`config.mk`:
```
export PLATFORM = sky130hd
export DESIGN_NAME = tclru_ctrl
export DESIGN_NICKNAME = d
export VERILOG_FILES = /design/src/rtl/core/tclru_pkg.sv /design/src/rtl/core/tclru_ctrl.sv
export SDC_FILE = /design/constraint.sdc
export NUM_CORES = 1
export LEC_CHECK = 0
export ABC_CLOCK_PERIOD_IN_PS = 1100
export BUFFER_PORTS_ARGS = -buffer_cell sky130_fd_sc_hd__buf_2
export CORE_AREA = 5 5 42 44
export DETAILED_ROUTE_END_ITERATION = 8
export DIE_AREA = 0 0 47 49
export GPL_ROUTABILITY_DRIVEN = 0
export RECOVER_POWER = 25
export SLEW_MARGIN = 20
export SYNTH_ARGS = -nofsm -noshare
export SYNTH_HDL_FRONTEND = slang
export SYNTH_SLANG_ARGS = --single-unit
```
`constraint.sdc`:
```
create_clock -name clk -period 1.1 [get_ports clk]
set_input_delay 0.22 -clock clk [delete_from_list [all_inputs] [get_ports clk]]
set_output_delay 0.22 -clock clk [all_outputs]
set_load 0.02 [all_outputs]
```
`src/rtl/core/tclru_pkg.sv`:
```
// ----------------------------------------------------------------------------
// tclru_pkg
// Shared types and constants for the LRU trace cache.
// ----------------------------------------------------------------------------
package tclru_pkg;

    localparam int SET_COUNT    = 64;
    localparam int WAY_COUNT    = 4;
    localparam int LINE_OFS     = 2;
    localparam int MAX_BRANCHES = 3;

    localparam int SET_W  = $clog2(SET_COUNT);
    localparam int WAY_W  = 2;
    localparam int TAG_W  = 32 - LINE_OFS - SET_W;

    typedef enum logic [1:0] {
        OP_PROBE = 2'd0,
        OP_FETCH = 2'd1,
        OP_FILL  = 2'd2,
        OP_NONE  = 2'd3
    } op_t;

    typedef struct packed {
        logic [1:0]  operation;
        logic [31:0] pc;
        logic [2:0]  pred_flags;
        logic [2:0]  fill_flags;
        logic [1:0]  fill_branch_count;
        logic [31:0] fill_taken;
        logic [31:0] fill_fall;
        logic        fill_ends;
        logic [63:0] fill_payload;
    } req_t;

    typedef struct packed {
        logic        hit;
        logic [1:0]  way;
        logic        evicted;
        logic [63:0] payload;
        logic [31:0] taken_target;
        logic [31:0] fall_target;
        logic        ends_in_branch;
    } rsp_t;

    typedef struct packed {
        logic load;
        logic commit;
    } cmd_t;

    // entry metadata: tag, flags, count, ends_branch
    typedef struct packed {
        logic [TAG_W-1:0] tag;
        logic [2:0]       flags;
        logic [1:0]       count;
        logic             ends;
    } meta_t;

    typedef struct packed {
        meta_t       meta;
        logic [31:0] taken;
        logic [31:0] fall;
        logic [63:0] contents;
    } entry_t;

endpackage

```
`src/rtl/core/tclru_ctrl.sv`:
```
// ----------------------------------------------------------------------------
// tclru_ctrl
// Sequencer: load item, commit lookup/update, hold result.
// ----------------------------------------------------------------------------
module tclru_ctrl
    import tclru_pkg::*;
(
    input  logic clk,
    input  logic rst_n,
    input  logic in_valid,
    output logic in_ready,
    output logic out_valid,
    input  logic out_ready,
    output cmd_t cmd
);

    typedef enum logic [1:0] {
        S_IDLE,
        S_LOOK,
        S_OUT
    } state_t;

    state_t state_reg, state_next;

    always_comb
    begin
        state_next = state_reg;
        cmd.load   = 1'b0;
        cmd.commit = 1'b0;
        in_ready   = 1'b0;
        case (state_reg)
            S_IDLE:
            begin
                in_ready = 1'b1;
                if (in_valid)
                begin
                    cmd.load   = 1'b1;
                    state_next = S_LOOK;
                end
            end
            S_LOOK:
            begin
                cmd.commit = 1'b1;
                state_next = S_OUT;
            end
            S_OUT:
            begin
                // next item accepted while the result is taken
                if (out_ready)
                begin
                    in_ready = 1'b1;
                    if (in_valid)
                    begin
                        cmd.load   = 1'b1;
                        state_next = S_LOOK;
                    end
                    else
                    begin
                        state_next = S_IDLE;
                    end
                end
            end
            default: state_next = S_IDLE;
        endcase
    end

    assign out_valid = (state_reg == S_OUT);

    always_ff @(posedge clk or negedge rst_n)
    begin
        if (!rst_n)
            state_reg <= S_IDLE;
        else
            state_reg <= state_next;
    end

endmodule

```
## Word level (Yosys, flattened, before mapping)

Index checks and enable logic that the tools add are counted.

- Register bits: 2
- Input bits: 4
- Output and inout bits: 4
- Logic and storage cells: 17

- Equality and inequality tests: 4
- Muxes and demuxes: 10
- Reduce and logical (&&, ||, !) cells: 2

Operators with widths:

| kind | count |
|---|---|
| 2-bit one-hot mux with 3 select lines | 1 |
| 1-bit two-way mux | 5 |
| 2-bit two-way mux | 2 |
| 1-bit one-hot mux with 2 select lines | 2 |
| 2-bit by 1-bit == test with 1-bit output (second input constant) | 1 |
| 2-bit == test (second input constant) | 1 |
| 2-bit logical NOT | 1 |
| 2-bit by 1-bit inequality test with 1-bit output (second input constant) | 1 |
| 2-bit inequality test (second input constant) | 1 |
| 2-bit AND reduction | 1 |

## Depth between registers and ports, before layout

Gate-level depths: netlist of the first run.

- Depth in word-level cells: 3
- Gate-level depth with buffers: 2
- Depth with buffers taken out: 2

## Worst setup path after synthesis of the first run

No wires, ideal clock.

- Kind: register to output
- Start point: register state_reg[1]
- End point: output cmd[1] in the netlist's numbering
- Arrival: 1,031 ps
- Required time: 880 ps
- Path slack: -151 ps
- Stages on the path, launching flop included: 3
- Buffers on the path: 0
- Cells stage by stage: dfrtp_1 > nor2b_4 > nor3b_1

RTL lines:

| what | RTL line | source |
|---|---|---|
| start, declared | tclru_ctrl.sv:23 | `state_t state_reg, state_next;` |
| start signal, assigned | tclru_ctrl.sv:74 | `state_reg <= state_next;` |
| end, declared | tclru_ctrl.sv:14 | `output cmd_t cmd` |

==> results of run 1 <==
power groups by stage:
stage	combinational (mW)	sequential [mW]	clock, mW
2_1_floorplan	0.0875	0.0999	0
6_report	0.158	0.101	0.162
3_5_place_dp	0.113	0.102	0
3_3_place_gp	0.112	0.102	0
5_1_grt	0.172	0.104	0.170
4_1_cts	0.149	0.0995	0.178
cell type report:
type                       count  share of cell area [%]
sequential                     2                    21.8
tap                           16                    8.51
timing repair buffer          11                    33.0
multi-input combinational      7                    25.5
clock buffer                   3                    9.57
inverter                       1                    1.60
layer usage:
layer	GRT usage, %	part of all wire, %
met1	1.98	31
met2	4.07	49
met3	3.32	19
met4	5.53	0
met5	0	0
cells in the mapped netlist, drive strengths merged:
| cell type | instances | area share (%) |
|---|---|---|
| nor3b | 2 | 13 |
| nor2b | 3 | 25 |
| a21o | 1 | 6.5 |
| nor2 | 1 | 3.2 |
| buf | 1 | 6.5 |
| dfrtp | 2 | 43 |
| inv | 1 | 3.2 |
what timing repair did:
action / 4_1_cts / 5_1_grt
pin swaps: 0 / 1
buffers inserted: 2 / 1
hold buffers: 1 / 0
setup endpoints to repair: 4 / 4
gates cloned: 0 / 0
gates resized for setup: 3 / 2
hold endpoints to repair: 2 / 0
worst max path at each step:
stage | slack [ps] | startpoint | endpoint
2_1_floorplan | 40 | state_reg[1] | cmd[1]
3_3_place_gp | 50 | state_reg[1] | cmd[1]
3_5_place_dp | 40 | state_reg[1] | cmd[1]
4_1_cts | -170 | state_reg[1] | cmd[1]
5_1_grt | -190 | state_reg[1] | cmd[1]
6_report | -160 | state_reg[1] | cmd[1]
cells by family after synthesis:
logic type	after synthesis
AO/OA/AOI/OAI	1
flip-flops	2
buffers and inverters	2
AND/OR/NAND/NOR	6
stage by stage:
step | TNS [ps] | power (mW) | util, %
after global routing | -654 | 0.446 | 16.8
after CTS | -534 | 0.426 | 16.0
after floorplan | 0 | 0.187 | -
final | -498 | 0.421 | 16.8
after global placement | 0 | 0.214 | 12.1
after detailed placement | 0 | 0.216 | 12.1
==> flow_summary.json, run 1 <==
{
  "synth_area_per_cell_um2": 10.6,
  "synthSimpleGateAreaFrac_pct": 40.9,
  "synthXorXnorAreaFrac_pct": 0,
  "start_kind": "flop",
  "comb_power_share_pct": 37.6,
  "final_common_cell": "buf_4",
  "reg2reg_to": "state_reg[1]",
  "cp.required_ps": 880,
  "pin_count": 8,
  "hold_viol": 0,
  "power_density_nw_per_um2": 1790,
  "critPathMaxStageDelay_ps": 370,
  "worst_path_max_delay_cell": "dfrtp_1",
  "internal_power_mw": 0.296,
  "maxCapViolations": 0,
  "yosysUniqueCellTypes": 9,
  "crit_family": "flip-flops",
  "timing.fmax_mhz": 796,
  "viasPerCell": 2.83,
  "synth_area_um2": 116,
  "synthAdderAreaFrac_pct": 0,
  "dp_slack_ps": 38.9,
  "critPathBufInv": 1,
  "most-common-layout-cells": "buf_4 (5), clkbuf_4 (3), buf_2 (3)",
  "worst_slew_pin_slew_ps": 159,
  "finalHoldWorstSlack_ps": 262,
  "ys_ff_latch": 2,
  "grt_remaining_overflow": 0,
  "die_y_um": 49,
  "initial_core_util_pct": 8.30,
  "slew-limit-headroom_pct": 89.4,
  "cts_sinks": 2,
  "clk_pin_slew_ps": 30,
  "violations": "negative setup slack",
  "leakagePower_nw": 0.119,
  "clockRootBuffer": "clkbuf_4",
  "period_share_pct": 114,
  "min-delay-start": "in_valid",
  "drc": 0,
  "drt_iter0_drc": 0,
  "rsz0062_at_grt": "true",
  "worst_skew_pair.late_latency_ps": 220,
  "hold_end": "state_reg[0]",
  "cp.depth": 3,
  "fillers": 158,
  "grt_pass1_wl_um": 448,
  "p_switching_mw": 0.125,
  "synth_warnings": 0,
  "crit_arrival_ps": 1040,
  "core_um2": 1400,
  "n_antenna_cell": 0,
  "grt_start_max_net_pins": 7,
  "cts_tree": "done",
  "die_w_um": 47,
  "worst_slack_ps": -156,
  "synth_cells": 11,
  "fin_nets": 30,
  "r2r_cells": 3,
  "fin_worst_skew_ps": 0.0726,
  "power_frac_clock_pct": 38.5,
  "htreeDepth": 1,
  "antenna_left": 0,
  "wl_um": 303,
  "swShare_pct": 29.6,
  "dr.pass1.iters": 1,
  "grt_use_total_pct": 3.38,
  "r2r-start": "state_reg[1]",
  "die_area_um2": 2300,
  "fin_area_um2": 235,
  "synthMuxAreaShare_pct": 0,
  "status": "complete, but fails checks",
  "hold_depth": 2,
  "synth_nets": 15,
  "multi_input_area_um2": 60.1,
  "seq_power_share_pct": 23.9,
  "ys_seq_area_share_pct": 43.0,
  "layout_min_cycle_time_ps": 1260,
  "clockBufferDepth": 2,
  "report.final.slew_viol_count": 0,
  "vdd_ir_drop_max_mv": 0.163,
  "io_buffer_count": 7,
  "cp-end-kind": "output port",
  "seqCellArea_um2": 51.3,
  "vias": 113,
  "wire_per_inst_um": 7.58,
  "first_global_vias": 129,
  "synth_top_family_by_area": "simple AND/OR/NAND/NOR gates",
  "setup_viol": 4,
  "synth_compound_area_share_pct": 6.45,
  "row_count": 14,
  "r2r_setup_slack_ps": 180,
  "hold_path_class": "in -> reg",
  "path_class": "reg -> out",
  "crit_chain": "nor2b_4 -> nor3b_2 -> buf_4",
  "cp_max_fo": 4,
  "layout.cells.non_filler": 40,
  "dpl_cell_area_um2": 169,
  "antenna_found_initial": 0,
  "placedCellCount": 33,
  "final_layout_size_suffix_gt1_share_pct": 66.7,
  "area_growth_pct": 102,
  "cts_inserted_buffers": 3,
  "largest_register_ffs": 2
}
No activity file was read; power rests on OpenSTA's default activity.
==> run 2: changes to the inputs <==
CELL_PAD_IN_SITES_DETAIL_PLACEMENT = 1   (was unset)
CELL_PAD_IN_SITES_GLOBAL_PLACEMENT = 2   (was unset)
PLACE_DENSITY_LB_ADDON = 0.1   (was unset)
==> flow_summary.json, run 2 (synthesized netlist as in run 1, its figures left out) <==
{
  "cp.required_ps": 880,
  "cts_sinks": 2,
  "worst_skew_pair.late_latency_ps": 220,
  "layout_min_cycle_time_ps": 1270,
  "worst_path_max_delay_cell": "dfrtp_1",
  "hold_end": "state_reg[0]",
  "finalPower_mw": 0.447,
  "layout.cells.non_filler": 41,
  "first_global_vias": 160,
  "cts_tree": "done",
  "maxCapViolations": 0,
  "fin_worst_skew_ps": 0.145,
  "timing.fmax_mhz": 787,
  "die_area_um2": 2300,
  "dpl_cell_area_um2": 169,
  "drc": 0,
  "crit_arrival_ps": 1050,
  "grt_use_total_pct": 4.23,
  "p_switching_mw": 0.138,
  "final_core_util_pct": 17.7,
  "initial_core_util_pct": 8.30,
  "largest_register_ffs": 2,
  "vdd_ir_drop_max_mv": 0.516,
  "fin_area_um2": 248,
  "internal_power_mw": 0.309,
  "path_class": "reg -> out",
  "viasPerCell": 3.17,
  "pin_count": 8,
  "finalHoldWorstSlack_ps": 261,
  "cp-end-kind": "output port",
  "antenna_left": 0,
  "worst_slack_ps": -170,
  "grt_pass1_wl_um": 648,
  "dr.pass1.iters": 3,
  "slew-limit-headroom_pct": 90.3,
  "critPathMaxStageDelay_ps": 380,
  "grt_start_max_net_pins": 7,
  "r2r_cells": 4,
  "vias": 130,
  "min-delay-start": "in_valid",
  "hold_viol": 0,
  "core_um2": 1400,
  "clockRootBuffer": "clkbuf_4",
  "area_growth_pct": 113,
  "cts_inserted_buffers": 3,
  "dp_slack_ps": 16.5,
  "rsz0062_at_grt": "true",
  "reg2reg_to": "state_reg[1]",
  "io_buffer_count": 7,
  "period_share_pct": 115,
  "status": "complete, but fails checks",
  "grt_remaining_overflow": 0,
  "seq_power_share_pct": 23.0,
  "start_kind": "flop",
  "n_antenna_cell": 0,
  "final_layout_size_suffix_gt1_share_pct": 68.0,
  "power_density_nw_per_um2": 1810,
  "row_count": 14,
  "leakagePower_nw": 0.126,
  "die_w_um": 47,
  "htreeDepth": 1,
  "most-common-layout-cells": "buf_4 (6), clkbuf_4 (3), buf_2 (3)",
  "worst_slew_pin_slew_ps": 146,
  "drt_iter0_drc": 1,
  "swShare_pct": 30.9,
  "report.final.slew_viol_count": 0,
  "die_y_um": 49,
  "hold_depth": 2,
  "final_common_cell": "buf_4",
  "wire_per_inst_um": 9.24,
  "antenna_found_initial": 0,
  "setup_viol": 4,
  "r2r_setup_slack_ps": 20,
  "crit_chain": "nor2b_4 -> nor3b_2 -> buf_4",
  "clockBufferDepth": 2,
  "placedCellCount": 33,
  "violations": "negative setup slack",
  "power_frac_clock_pct": 37.1,
  "clk_pin_slew_ps": 30,
  "comb_power_share_pct": 39.8,
  "wl_um": 379,
  "r2r-start": "state_reg[0]",
  "setup_tns_ps": -544,
  "hold_path_class": "in -> reg",
  "fin_nets": 31,
  "cp_max_fo": 3
}
[run 2: metal layers]
layer | track usage (%) | share of wire, %
met2 | 5.43 | 52
met1 | 4.62 | 42
met3 | 2.21 | 5.3
met5 | 0 | 0
met4 | 4.15 | 0
[run 2: power by group through the flow]
stage                     Combinational [mW]  Sequential (mW)  Clock [mW]
after global routing                   0.191            0.106       0.183
after detailed placement               0.117            0.106           0
final                                  0.178            0.103       0.166
after global placement                 0.116            0.105           0
after CTS                              0.173            0.104       0.177
after floorplan                       0.0875           0.0999           0
[run 2: worst max path at each step]
stage                             from  endpoint  slack [ps]  depth (start not counted)
final                     state_reg[1]    cmd[1]        -170                          3
after global routing      state_reg[1]    cmd[1]        -220                          3
after CTS                 state_reg[1]    cmd[1]        -190                          3
after detailed placement  state_reg[1]    cmd[1]          20                          3
after global placement    state_reg[1]    cmd[1]          30                          3
after floorplan           state_reg[1]    cmd[1]          40                          2
[run 2: layout make-up]
| cell class | count | area (µm²) |
|---|---|---|
| inverter | 1 | 3.75 |
| multi-input combinational | 7 | 65.1 |
| sequential | 2 | 51.3 |
| tap | 16 | 20.0 |
| timing repair buffer | 12 | 85.1 |
| clock buffer | 3 | 22.5 |
| fill | 174 | 1150 |
[run 2: worst max-delay path: cells and delay by family (launching register included)]
kind / cells / cell delay [ps]
and+or+nand+nor: 2 / 280
buffers and inverters: 1 / 160
DFF: 1 / 380
[run 2: repair_timing]
action                     CTS  global route
cloned                       0             0
buffers inserted             3             1
hold endpoints to repair     2             0
setup endpoints to repair    4             4
gates resized for setup      6             0
hold buffers                 1             0
pin swaps                    1             0
